===== src/meu_pkg.sv =====
// Package for the multi-turn encoder unwrap block.
// Holds field widths, action codes and the saturating turn adder.
// No dependencies.
package meu_pkg;

  localparam int RAW_W    = 12;
  localparam int PHASE_W  = 16;
  localparam int ANGLE_W  = 32;
  localparam int TURN_W   = 16;
  localparam int ACTION_W = 2;
  localparam int STEP_W   = 18;

  localparam int AVG_SAMPLES_DEF = 4;

  localparam logic [ACTION_W-1:0] ACT_TRACK = 2'd0;
  localparam logic [ACTION_W-1:0] ACT_ZERO  = 2'd1;
  localparam logic [ACTION_W-1:0] ACT_SYNC  = 2'd2;

  localparam logic signed [STEP_W-1:0] TURN_MAX = 18'sd32767;
  localparam logic signed [STEP_W-1:0] TURN_MIN = -18'sd32767;

  // Adds a signed step to the turn count and clamps to the symmetric limits.
  function automatic logic signed [TURN_W-1:0] sat_turns(
    input logic signed [TURN_W-1:0] turns,
    input logic signed [STEP_W-1:0] step
  );
    logic signed [STEP_W-1:0] sum;
    sum = STEP_W'(turns) + step;
    if (sum > TURN_MAX) begin
      sat_turns = TURN_MAX[TURN_W-1:0];
    end else if (sum < TURN_MIN) begin
      sat_turns = TURN_MIN[TURN_W-1:0];
    end else begin
      sat_turns = sum[TURN_W-1:0];
    end
  endfunction

endpackage


===== src/multiturn_encoder_unwrap.sv =====
// Multi-turn unwrap of a 12-bit absolute angle sensor.
// Depends on meu_pkg for widths, action codes and turn saturation.
//
// Usage: one input transaction carries an action, a raw 12-bit angle, a
// read-ok flag and a sync target. Tracking and zeroing samples are gathered in
// groups of AVG_SAMPLES; only the sample that completes a group gives a result
// transaction, carrying a status, the multi-turn angle and the turn count.
// A sync transaction always gives one result. Action 3 is taken and ignored.
// Samples that do not complete a group are only accumulated and give no result.
// A group-completing sample runs through the divider, the update step and the
// output step: the average is formed by one shared restoring divider that
// retires one quotient bit per cycle over the DIV_W-bit scaled sum. A group
// with no valid sample skips the divider and reports encoder fail.
// A sync transaction passes through the subtract, round and saturating add
// steps. in_ready is high only while the sequencer is idle.
// The finished result sits in an output register, so the next input
// transaction is taken while it waits; if the receiver stalls with a result
// still held, a newly finished one waits in the sequencer until it is taken.
// Synchronous reset clears the group accumulator, turns, phase and offset.
module multiturn_encoder_unwrap #(
  parameter int AVG_SAMPLES = meu_pkg::AVG_SAMPLES_DEF
) (
  input  logic                                 clk,
  input  logic                                 rst_n,
  input  logic                                 in_valid,
  output logic                                 in_ready,
  input  logic [meu_pkg::ACTION_W-1:0]         in_action,
  input  logic [meu_pkg::RAW_W-1:0]            in_raw_angle,
  input  logic                                 in_read_ok,
  input  logic signed [meu_pkg::ANGLE_W-1:0]   in_expected_angle,
  output logic                                 out_valid,
  input  logic                                 out_ready,
  output logic                                 out_status,
  output logic signed [meu_pkg::ANGLE_W-1:0]   out_angle,
  output logic signed [meu_pkg::TURN_W-1:0]    out_turns
);
  import meu_pkg::*;

  // Sum of up to AVG_SAMPLES codes, count of valid samples, dividend width.
  localparam int SUM_W = RAW_W + $clog2(AVG_SAMPLES);
  localparam int CNT_W = $clog2(AVG_SAMPLES + 1);
  localparam int DIV_W = SUM_W + 4;
  localparam int BIT_W = $clog2(DIV_W);

  typedef enum logic [2:0] {
    S_IDLE, S_DIV, S_UPD, S_SYNC_D, S_SYNC_Q, S_SYNC_ADD, S_OUT
  } state_t;

  state_t state_r, state_nxt;

  logic [SUM_W-1:0]                sample_sum_r, sample_sum_nxt;
  logic [CNT_W-1:0]                valid_count_r, valid_count_nxt;
  logic [CNT_W-1:0]                sample_index_r, sample_index_nxt;
  logic signed [TURN_W-1:0]        turn_count_r, turn_count_nxt;
  logic [PHASE_W-1:0]              last_phase_r, last_phase_nxt;
  logic [PHASE_W-1:0]              zero_offset_r, zero_offset_nxt;

  // Divider working registers; the quotient shifts in behind the dividend.
  logic [DIV_W-1:0]                dvd_r, dvd_nxt;
  logic [CNT_W-1:0]                rem_r, rem_nxt;
  logic [CNT_W-1:0]                div_cnt_r, div_cnt_nxt;
  logic [BIT_W-1:0]                bit_r, bit_nxt;

  logic                            zero_grp_r, zero_grp_nxt;
  logic                            fail_r, fail_nxt;
  logic signed [ANGLE_W-1:0]       expected_r, expected_nxt;
  logic signed [ANGLE_W:0]         diff_r, diff_nxt;
  logic signed [STEP_W-1:0]        step_r, step_nxt;

  logic                            out_valid_r, out_valid_nxt;
  logic                            out_status_r, out_status_nxt;
  logic signed [ANGLE_W-1:0]       out_angle_r, out_angle_nxt;
  logic signed [TURN_W-1:0]        out_turns_r, out_turns_nxt;

  logic signed [ANGLE_W-1:0]       cur_angle;
  logic [SUM_W-1:0]                sum_acc;
  logic [CNT_W-1:0]                cnt_acc;
  logic [CNT_W:0]                  trial;
  logic                            trial_ge;
  logic [CNT_W:0]                  trial_sub;
  logic [PHASE_W-1:0]              phase;
  logic signed [PHASE_W:0]         delta;
  logic [ANGLE_W:0]                mag;
  logic [ANGLE_W:0]                rounded;
  logic signed [STEP_W-1:0]        q_pos;

  // {turns, phase} is turns * 65536 + phase exactly; the offset result fits.
  assign cur_angle = $signed({turn_count_r, last_phase_r}) -
                     $signed({{(ANGLE_W-PHASE_W){1'b0}}, zero_offset_r});

  assign sum_acc = sample_sum_r + (in_read_ok ? SUM_W'(in_raw_angle) : SUM_W'(0));
  assign cnt_acc = valid_count_r + (in_read_ok ? CNT_W'(1) : CNT_W'(0));

  // One restoring step: the remainder always stays below the divisor.
  assign trial     = {rem_r, dvd_r[DIV_W-1]};
  assign trial_ge  = trial >= {1'b0, div_cnt_r};
  assign trial_sub = trial - {1'b0, div_cnt_r};

  // The average never exceeds 65520, so the low quotient bits hold it whole.
  assign phase = dvd_r[PHASE_W-1:0];
  assign delta = $signed({1'b0, phase}) - $signed({1'b0, last_phase_r});

  // Round half away from zero on the magnitude of the turn error.
  assign mag     = diff_r[ANGLE_W] ? -diff_r : diff_r;
  assign rounded = mag + (ANGLE_W+1)'(32768);
  assign q_pos   = $signed({1'b0, rounded[ANGLE_W:PHASE_W]});

  assign in_ready   = (state_r == S_IDLE);
  assign out_valid  = out_valid_r;
  assign out_status = out_status_r;
  assign out_angle  = out_angle_r;
  assign out_turns  = out_turns_r;

  always_comb begin
    state_nxt        = state_r;
    sample_sum_nxt   = sample_sum_r;
    valid_count_nxt  = valid_count_r;
    sample_index_nxt = sample_index_r;
    turn_count_nxt   = turn_count_r;
    last_phase_nxt   = last_phase_r;
    zero_offset_nxt  = zero_offset_r;
    dvd_nxt          = dvd_r;
    rem_nxt          = rem_r;
    div_cnt_nxt      = div_cnt_r;
    bit_nxt          = bit_r;
    zero_grp_nxt     = zero_grp_r;
    fail_nxt         = fail_r;
    expected_nxt     = expected_r;
    diff_nxt         = diff_r;
    step_nxt         = step_r;
    out_valid_nxt    = out_valid_r;
    out_status_nxt   = out_status_r;
    out_angle_nxt    = out_angle_r;
    out_turns_nxt    = out_turns_r;

    if (out_valid_r && out_ready) begin
      out_valid_nxt = 1'b0;
    end

    case (state_r)
      S_IDLE: begin
        if (in_valid) begin
          if (in_action == ACT_SYNC) begin
            expected_nxt = in_expected_angle;
            state_nxt    = S_SYNC_D;
          end else if (in_action == ACT_TRACK || in_action == ACT_ZERO) begin
            if (sample_index_r == CNT_W'(AVG_SAMPLES - 1)) begin
              // Group complete: clear the accumulator and start the average, or flag a fail if no sample was valid.
              sample_sum_nxt   = '0;
              valid_count_nxt  = '0;
              sample_index_nxt = '0;
              zero_grp_nxt     = (in_action == ACT_ZERO);
              dvd_nxt          = {sum_acc, 4'b0000};
              rem_nxt          = '0;
              div_cnt_nxt      = cnt_acc;
              bit_nxt          = BIT_W'(DIV_W - 1);
              if (cnt_acc == '0) begin
                fail_nxt  = 1'b1;
                state_nxt = S_OUT;
              end else begin
                fail_nxt  = 1'b0;
                state_nxt = S_DIV;
              end
            end else begin
              sample_sum_nxt   = sum_acc;
              valid_count_nxt  = cnt_acc;
              sample_index_nxt = sample_index_r + CNT_W'(1);
            end
          end
        end
      end
      S_DIV: begin
        rem_nxt = trial_ge ? trial_sub[CNT_W-1:0] : trial[CNT_W-1:0];
        dvd_nxt = {dvd_r[DIV_W-2:0], trial_ge};
        bit_nxt = bit_r - BIT_W'(1);
        if (bit_r == '0) begin
          state_nxt = S_UPD;
        end
      end
      S_UPD: begin
        if (zero_grp_r) begin
          zero_offset_nxt = phase;
          last_phase_nxt  = phase;
          turn_count_nxt  = '0;
        end else begin
          // A fresh tracker (no turns, zero phase) takes the phase unchecked.
          if (!(turn_count_r == '0 && last_phase_r == '0)) begin
            if (delta > (PHASE_W+1)'(32768)) begin
              turn_count_nxt = sat_turns(turn_count_r, -STEP_W'(1));
            end else if (delta < -(PHASE_W+1)'(32768)) begin
              turn_count_nxt = sat_turns(turn_count_r, STEP_W'(1));
            end
          end
          last_phase_nxt = phase;
        end
        state_nxt = S_OUT;
      end
      S_SYNC_D: begin
        diff_nxt  = $signed({expected_r[ANGLE_W-1], expected_r}) -
                    $signed({cur_angle[ANGLE_W-1], cur_angle});
        fail_nxt  = 1'b0;
        state_nxt = S_SYNC_Q;
      end
      S_SYNC_Q: begin
        step_nxt  = diff_r[ANGLE_W] ? -q_pos : q_pos;
        state_nxt = S_SYNC_ADD;
      end
      S_SYNC_ADD: begin
        turn_count_nxt = sat_turns(turn_count_r, step_r);
        state_nxt      = S_OUT;
      end
      S_OUT: begin
        if (!out_valid_r || out_ready) begin
          out_valid_nxt  = 1'b1;
          out_status_nxt = fail_r;
          out_angle_nxt  = cur_angle;
          out_turns_nxt  = turn_count_r;
          state_nxt      = S_IDLE;
        end
      end
      default: begin
        state_nxt = S_IDLE;
      end
    endcase
  end

  always_ff @(posedge clk) begin
    if (!rst_n) begin
      state_r        <= S_IDLE;
      sample_sum_r   <= '0;
      valid_count_r  <= '0;
      sample_index_r <= '0;
      turn_count_r   <= '0;
      last_phase_r   <= '0;
      zero_offset_r  <= '0;
      out_valid_r    <= 1'b0;
    end else begin
      state_r        <= state_nxt;
      sample_sum_r   <= sample_sum_nxt;
      valid_count_r  <= valid_count_nxt;
      sample_index_r <= sample_index_nxt;
      turn_count_r   <= turn_count_nxt;
      last_phase_r   <= last_phase_nxt;
      zero_offset_r  <= zero_offset_nxt;
      out_valid_r    <= out_valid_nxt;
    end
    dvd_r        <= dvd_nxt;
    rem_r        <= rem_nxt;
    div_cnt_r    <= div_cnt_nxt;
    bit_r        <= bit_nxt;
    zero_grp_r   <= zero_grp_nxt;
    fail_r       <= fail_nxt;
    expected_r   <= expected_nxt;
    diff_r       <= diff_nxt;
    step_r       <= step_nxt;
    out_status_r <= out_status_nxt;
    out_angle_r  <= out_angle_nxt;
    out_turns_r  <= out_turns_nxt;
  end

endmodule

===== config.mk =====
export PLATFORM = sky130hd
export DESIGN_NAME = multiturn_encoder_unwrap
export DESIGN_NICKNAME = d
export VERILOG_FILES = /design/src/meu_pkg.sv /design/src/multiturn_encoder_unwrap.sv
export SDC_FILE = /design/constraint.sdc
export NUM_CORES = 1
export LEC_CHECK = 0
export ABC_AREA = 1
export BUFFER_PORTS_ARGS = -buffer_cell sky130_fd_sc_hd__buf_2
export CAP_MARGIN = 20
export CELL_PAD_IN_SITES_DETAIL_PLACEMENT = 2
export CELL_PAD_IN_SITES_GLOBAL_PLACEMENT = 2
export CORE_MARGIN = 2
export CORE_UTILIZATION = 30
export CTS_CLUSTER_DIAMETER = 50
export DETAILED_ROUTE_END_ITERATION = 6
export GPL_TIMING_DRIVEN = 1
export HOLD_SLACK_MARGIN = 0.15
export PLACE_DENSITY_LB_ADDON = 0.1
export SYNTH_ARGS = -nofsm -noshare
export SYNTH_HDL_FRONTEND = slang
export SYNTH_SLANG_ARGS = --single-unit

===== constraint.sdc =====
create_clock -name clk -period 7 [get_ports clk]
set_input_delay 2.1 -clock clk [delete_from_list [all_inputs] [get_ports clk]]
set_output_delay 2.1 -clock clk [all_outputs]
set_load 0.02 [all_outputs]

# [Word-level counts from Yosys, hierarchy flattened]
# Index checks and enable logic that the tools add are counted.
[totals] ff_bits=235 inputBits=51
[classes] addsub=14 magnitude_cmp=9 n_bitwise=1 n_mux=51 n_eq_ne=19 n_reduce_logical=24
[op_table] cell="16-bit 2-to-1 mux" n=10
[op_table] cell="18-bit 2-to-1 mux" n=4
[op_table] cell="17-bit by 16-bit less-than comparator with 1-bit output, second input constant" n=3
[op_table] cell="3-bit 2-to-1 mux" n=14
[op_table] cell="18-bit one-hot mux with 2 select lines" n=1
[op_table] cell="17-bit by 16-bit > comparator with 1-bit output, second input constant" n=2
[op_table] cell="33-bit by 16-bit adder with 33-bit output, second input constant" n=1
[op_table] cell="33-bit 2-to-1 mux" n=1
[op_table] cell="33-bit negation" n=1
[op_table] cell="32-bit by 32-bit subtractor with 33-bit output" n=1
[op_table] cell="16-bit zero test" n=2
[op_table] cell="16-bit one-hot mux with 2 select lines" n=1
[op_table] cell="32-bit by 17-bit subtractor with 32-bit output" n=1
[op_table] cell="5-bit 2-to-1 mux" n=4
[op_table] cell="5-bit AND reduction" n=4
[op_table] cell="16-bit by 18-bit adder with 18-bit output" n=1
[op_table] cell="18-bit by 16-bit > comparator with 1-bit output, second input constant" n=1
[op_table] cell="18-bit by 16-bit less-than comparator with 1-bit output, second input constant" n=1
[op_table] cell="17-bit negation with 18-bit output" n=1
[op_table] cell="3-bit one-hot mux with 6 select lines" n=1
[op_table] cell="16-bit by 1-bit adder with 17-bit output, second input constant" n=1
[op_table] cell="16-bit by 2-bit adder with 17-bit output, second input constant" n=1
[op_table] cell="17-bit > comparator, second input constant" n=1
[op_table] cell="17-bit 2-to-1 mux" n=1
[op_table] cell="35 further kinds" n=59

# [Logic depth before layout (Yosys ltp)]
[depth] ltp_word=9 depth_mapped=27 mapped_depth_nobuf=27

# [Worst setup path before layout]
# No wires, ideal clock.
[synth_path] kind="input to register" from="input out_ready" to="register out_angle_r[0] (netlist: out_angle[0]) (enable)" arrival_ps=4204 stages=2 slack_ps=2341 path_buffers=0 setup_ps=456 path_cell_list="nor2_1 nor2_1"
[synth_via] elab_chain_len=2
[synth_rtl] item="start, declared" line_no="multiturn_encoder_unwrap.sv:32" rtl="input logic out_ready,"
[synth_rtl] item="1-bit logical OR" line_no="multiturn_encoder_unwrap.sv:213" rtl="if (!out_valid_r || out_ready) begin"
[synth_rtl] item="2-bit AND reduction (no line)"
[synth_rtl] item="end signal, assigned" line_no="multiturn_encoder_unwrap.sv:257" rtl="out_angle_r <= out_angle_nxt;"
[synth_rtl] item="end, declared" line_no="multiturn_encoder_unwrap.sv:72" rtl="logic signed [ANGLE_W-1:0] out_angle_r, out_angle_nxt;"
# No other way between the ends.
# A chain may end at the register's enable or synchronous reset.

# [Final worst setup path]
[layout_path] from="register last_phase_r[0]" to="register diff_r[25], data pin"
[layout_via] elab_chain_len=2
[layout_rtl] item="start, declared" line_no="multiturn_encoder_unwrap.sv:55" rtl="logic [PHASE_W-1:0] last_phase_r, last_phase_nxt;"
[layout_rtl] item="start signal, assigned" line_no="multiturn_encoder_unwrap.sv:243" rtl="last_phase_r <= last_phase_nxt;"
[layout_rtl] item="32-bit by 17-bit subtractor with 32-bit output" line_no="multiturn_encoder_unwrap.sv:88" rtl="assign cur_angle = $signed({turn_count_r, last_phase_r}) -"
[layout_rtl] item="net cur_angle[12]" line_no="multiturn_encoder_unwrap.sv:75" rtl="logic signed [ANGLE_W-1:0] cur_angle;"
[layout_rtl] item="32-bit by 32-bit subtractor with 33-bit output" line_no="multiturn_encoder_unwrap.sv:199" rtl="diff_nxt = $signed({expected_r[ANGLE_W-1], expected_r}) -"
[layout_rtl] item="end signal, assigned" line_no="multiturn_encoder_unwrap.sv:254" rtl="diff_r <= diff_nxt;"
[layout_rtl] item="end, declared" line_no="multiturn_encoder_unwrap.sv:67" rtl="logic signed [ANGLE_W:0] diff_r, diff_nxt;"
# The timed path passes the listed nets, and every way through them passes these cells.

==> flow_summary.json <==
{
  "status": "finished, final reports clean",
  "core-area_mm2": 0.0577,
  "stdcell_count": 3366,
  "final_nets": 2722,
  "synth_fp_nets": 2605,
  "antenna_found_initial": 1,
  "place_congestion": 0.869,
  "yosysTopAreaCellShare_pct": 27.9,
  "skew_ns": 0.0187,
  "cts_inserted_buffers": 42,
  "vias": 16820,
  "r2r-start": "last_phase_r[0]$_SDFFE_PN0P_",
  "cts_root_buf": "clkbuf_16",
  "grt_start_max_net_pins": 45,
  "area_growth_pct": 16.4,
  "synth_top_area_cell": "edfxtp_1",
  "ys_seq_area_share_pct": 36.1,
  "grt_pass1_wl_um": 106000,
  "first_iter_violations": 782,
  "hp-class": "register to register",
  "hold_viol_final": 0,
  "synth-seq-cells": 235,
  "crit_path_start_kind": "register",
  "post_cts_buffers": 0,
  "num_antenna_cells": 0,
  "clk_latency_ns": 0.57,
  "fin_crit_sh_pct": 62.7,
  "worstSetupPathType": "register to register",
  "hold_slack_ns": 0.459,
  "die_x_um": 246,
  "cts.sinks": 235,
  "rsz0062_at_grt": "false",
  "synth_cells": 2451,
  "holdPathStages": 2,
  "synth.avg_cell_area_um2": 7.15,
  "grt_usage_pct": 22.8,
  "async_flop_share_pct": 0,
  "first_pass_iters": 5,
  "cp_max_fo": 4,
  "synth_flop_cell": "edfxtp_1",
  "ys_types": 60,
  "endpoint_kind": "register",
  "required_ns": 7.32,
  "slew_headroom_pct": 39.2,
  "hpwl_um": 54800,
  "core.rowCount": 88,
  "grt_pass1_vias": 18410,
  "wirelength_um": 67800,
  "fmax_mhz": 228,
  "tns_ns": 0,
  "cts_tree": "built",
  "dieArea_mm2": 0.0604,
  "post_cts_resized": 0,
  "design_area_mm2": 0.0204,
  "io_pins": 102,
  "min_period_ns": 4.39,
  "reg2reg_depth": 24,
  "cap_violations": 0,
  "worst_slew_pin_slew_ns": 0.911,
  "placed_area_mm2": 0.0189,
  "drc": 0,
  "avgViaCountPerCell": 5.00,
  "fp.dieH_um": 246,
  "ant_nets": 0,
  "fillers": 6916,
  "synthesis.area_mm2": 0.0175,
  "postCtsHoldBufs": 0,
  "placed_cells": 3287,
  "cp.arrival_ns": 4.70,
  "synth-edff-count": 163,
  "synthTopCellsByArea": "edfxtp_1, nand2_1, dfxtp_1",
  "clk_pin_slew_worst_paths_ns": 0.05,
  "setup_viol": 0,
  "drive_above_1_share_pct": 11.6,
  "yosys_warnings": 0,
  "grt-ovfl-total": 0,
  "slew_violations": 0,
  "initial_utilization_pct": 30.4,
  "avgRoutedWirePerCell_um": 20.1,
  "port_buffers": 101,
  "hold_start": "zero_offset_r[12]$_SDFFE_PN0P_",
  "cts-htree-levels": 2,
  "crit_start": "last_phase_r[0]$_SDFFE_PN0P_",
  "clockBufferDepth": 3
}
## layout make-up
cell class              count  area (µm²)  area share (%)
inverters                 342        1290            6.30
repair buffers            115         651            3.19
flip-flops and latches    235        6340            31.0
clock inverters            30         343            1.68
clock buffers              47        1100            5.40
well taps                 765         957            4.69
multi-input cells        1832        9730            47.7
## registers in the layout (all words and copies together), names as in the netlist
signal          flops
diff_r             33
expected_r         32
out_angle          32
dvd_r              18
step_r             18
last_phase_r       16
out_turns          16
turn_count_r       16
zero_offset_r      16
sample_sum_r       14
bit_r               5
div_cnt_r           3
rem_r               3
sample_index_r      3
state_r             3
valid_count_r       3
fail_r              1
out_status          1
out_valid           1
zero_grp_r          1
## cell usage after synthesis, drive strengths merged, types with 2 or more instances
cell type	count
a21boi	2
o21a	5
o211ai	3
nor3	32
nand4	50
a21o	3
a21oi	160
buf	19
o31ai	6
or2	5
fa	6
inv	341
o21ai	94
o21bai	7
edfxtp	163
xor2	78
xnor2	20
nor4	2
nand2	748
clkbuf	23
ha	97
a211oi	2
o221ai	2
a31oi	4
nand3	212
dfxtp	72
nor2	268
nand3b	14
and2	4
## through the flow
stage | worst slack [ns] | util, %
after floorplan | 2.34 | -
after global placement | 2.34 | 32.8
after detailed placement | 2.26 | 32.8
after CTS | 2.61 | 35.3
after global routing | 2.21 | 35.4
final | 2.61 | 35.4
## worst paths after layout
check                              endpoint  slack, ns
max reg2reg            diff_r[25]$_DFFE_PP_       2.61
max                    diff_r[25]$_DFFE_PP_       2.61
min reg2reg  zero_offset_r[12]$_SDFFE_PN0P_       0.46
min          zero_offset_r[12]$_SDFFE_PN0P_       0.46
## cells by family (layout without fill, tap and decap cells)
logic type                 Yosys count  in the layout  share of synthesized area (%)
and+or+nand+nor                   1337           1337                           33.7
buffers and inverters              384            534                           8.52
AOI/OAI and AO/OA                  294            294                           9.13
DFF                                235            235                           36.1
adders and majority gates          103            103                           7.61
xor gates and xnor gates            98             98                           4.94
## layout by cell type, fill, tap and decap left out, drive strengths merged, types with 3 or more instances in the layout
cell,count
clkbuf,47
ha,97
nor2,268
nand3b,14
o21bai,7
buf,115
dfxtp,72
nand3,212
o211ai,3
inv,356
nand4,50
nand2,748
o21ai,94
a21oi,160
nor3,32
o31ai,6
and2,4
a31oi,4
o21a,5
a21o,3
or2,5
clkinv,9
bufinv,4
clkinvlp,3
xor2,78
edfxtp,163
fa,6
xnor2,20
## worst max-delay path, cell delays in order, from the launching register on
cell and delay (ns):
dfxtp_1 0.31, inv_1 0.13, ha_1 0.17, inv_1 0.06
fa_1 0.43, nand2_1 0.09, nand2_1 0.06, and2_1 0.16
nand2_1 0.06, nand2_1 0.14, a21oi_1 0.24, xor2_1 0.43
inv_1 0.10, ha_1 0.38, nand2_1 0.11, nor2_1 0.19
nand4_1 0.19, a21oi_1 0.22, nand2_1 0.07, nand3_1 0.12
nand2_1 0.07, nand2_1 0.14, nand2_1 0.11, nand3_1 0.09
nand2_1 0.06
## metal layers
metal / GRT usage, % / vias to the layer above / part of all wire [%]
met5: 0 / - / 0
met4: 5.94 / 0 / 2.4
met3: 2.53 / 84 / 3.0
met2: 40.0 / 232 / 48
met1: 29.6 / 8247 / 46
li1: - / 8257 / -
Power is not shown: default switching activity piles up to over one toggle a cycle in this logic, so the estimate is an artifact.
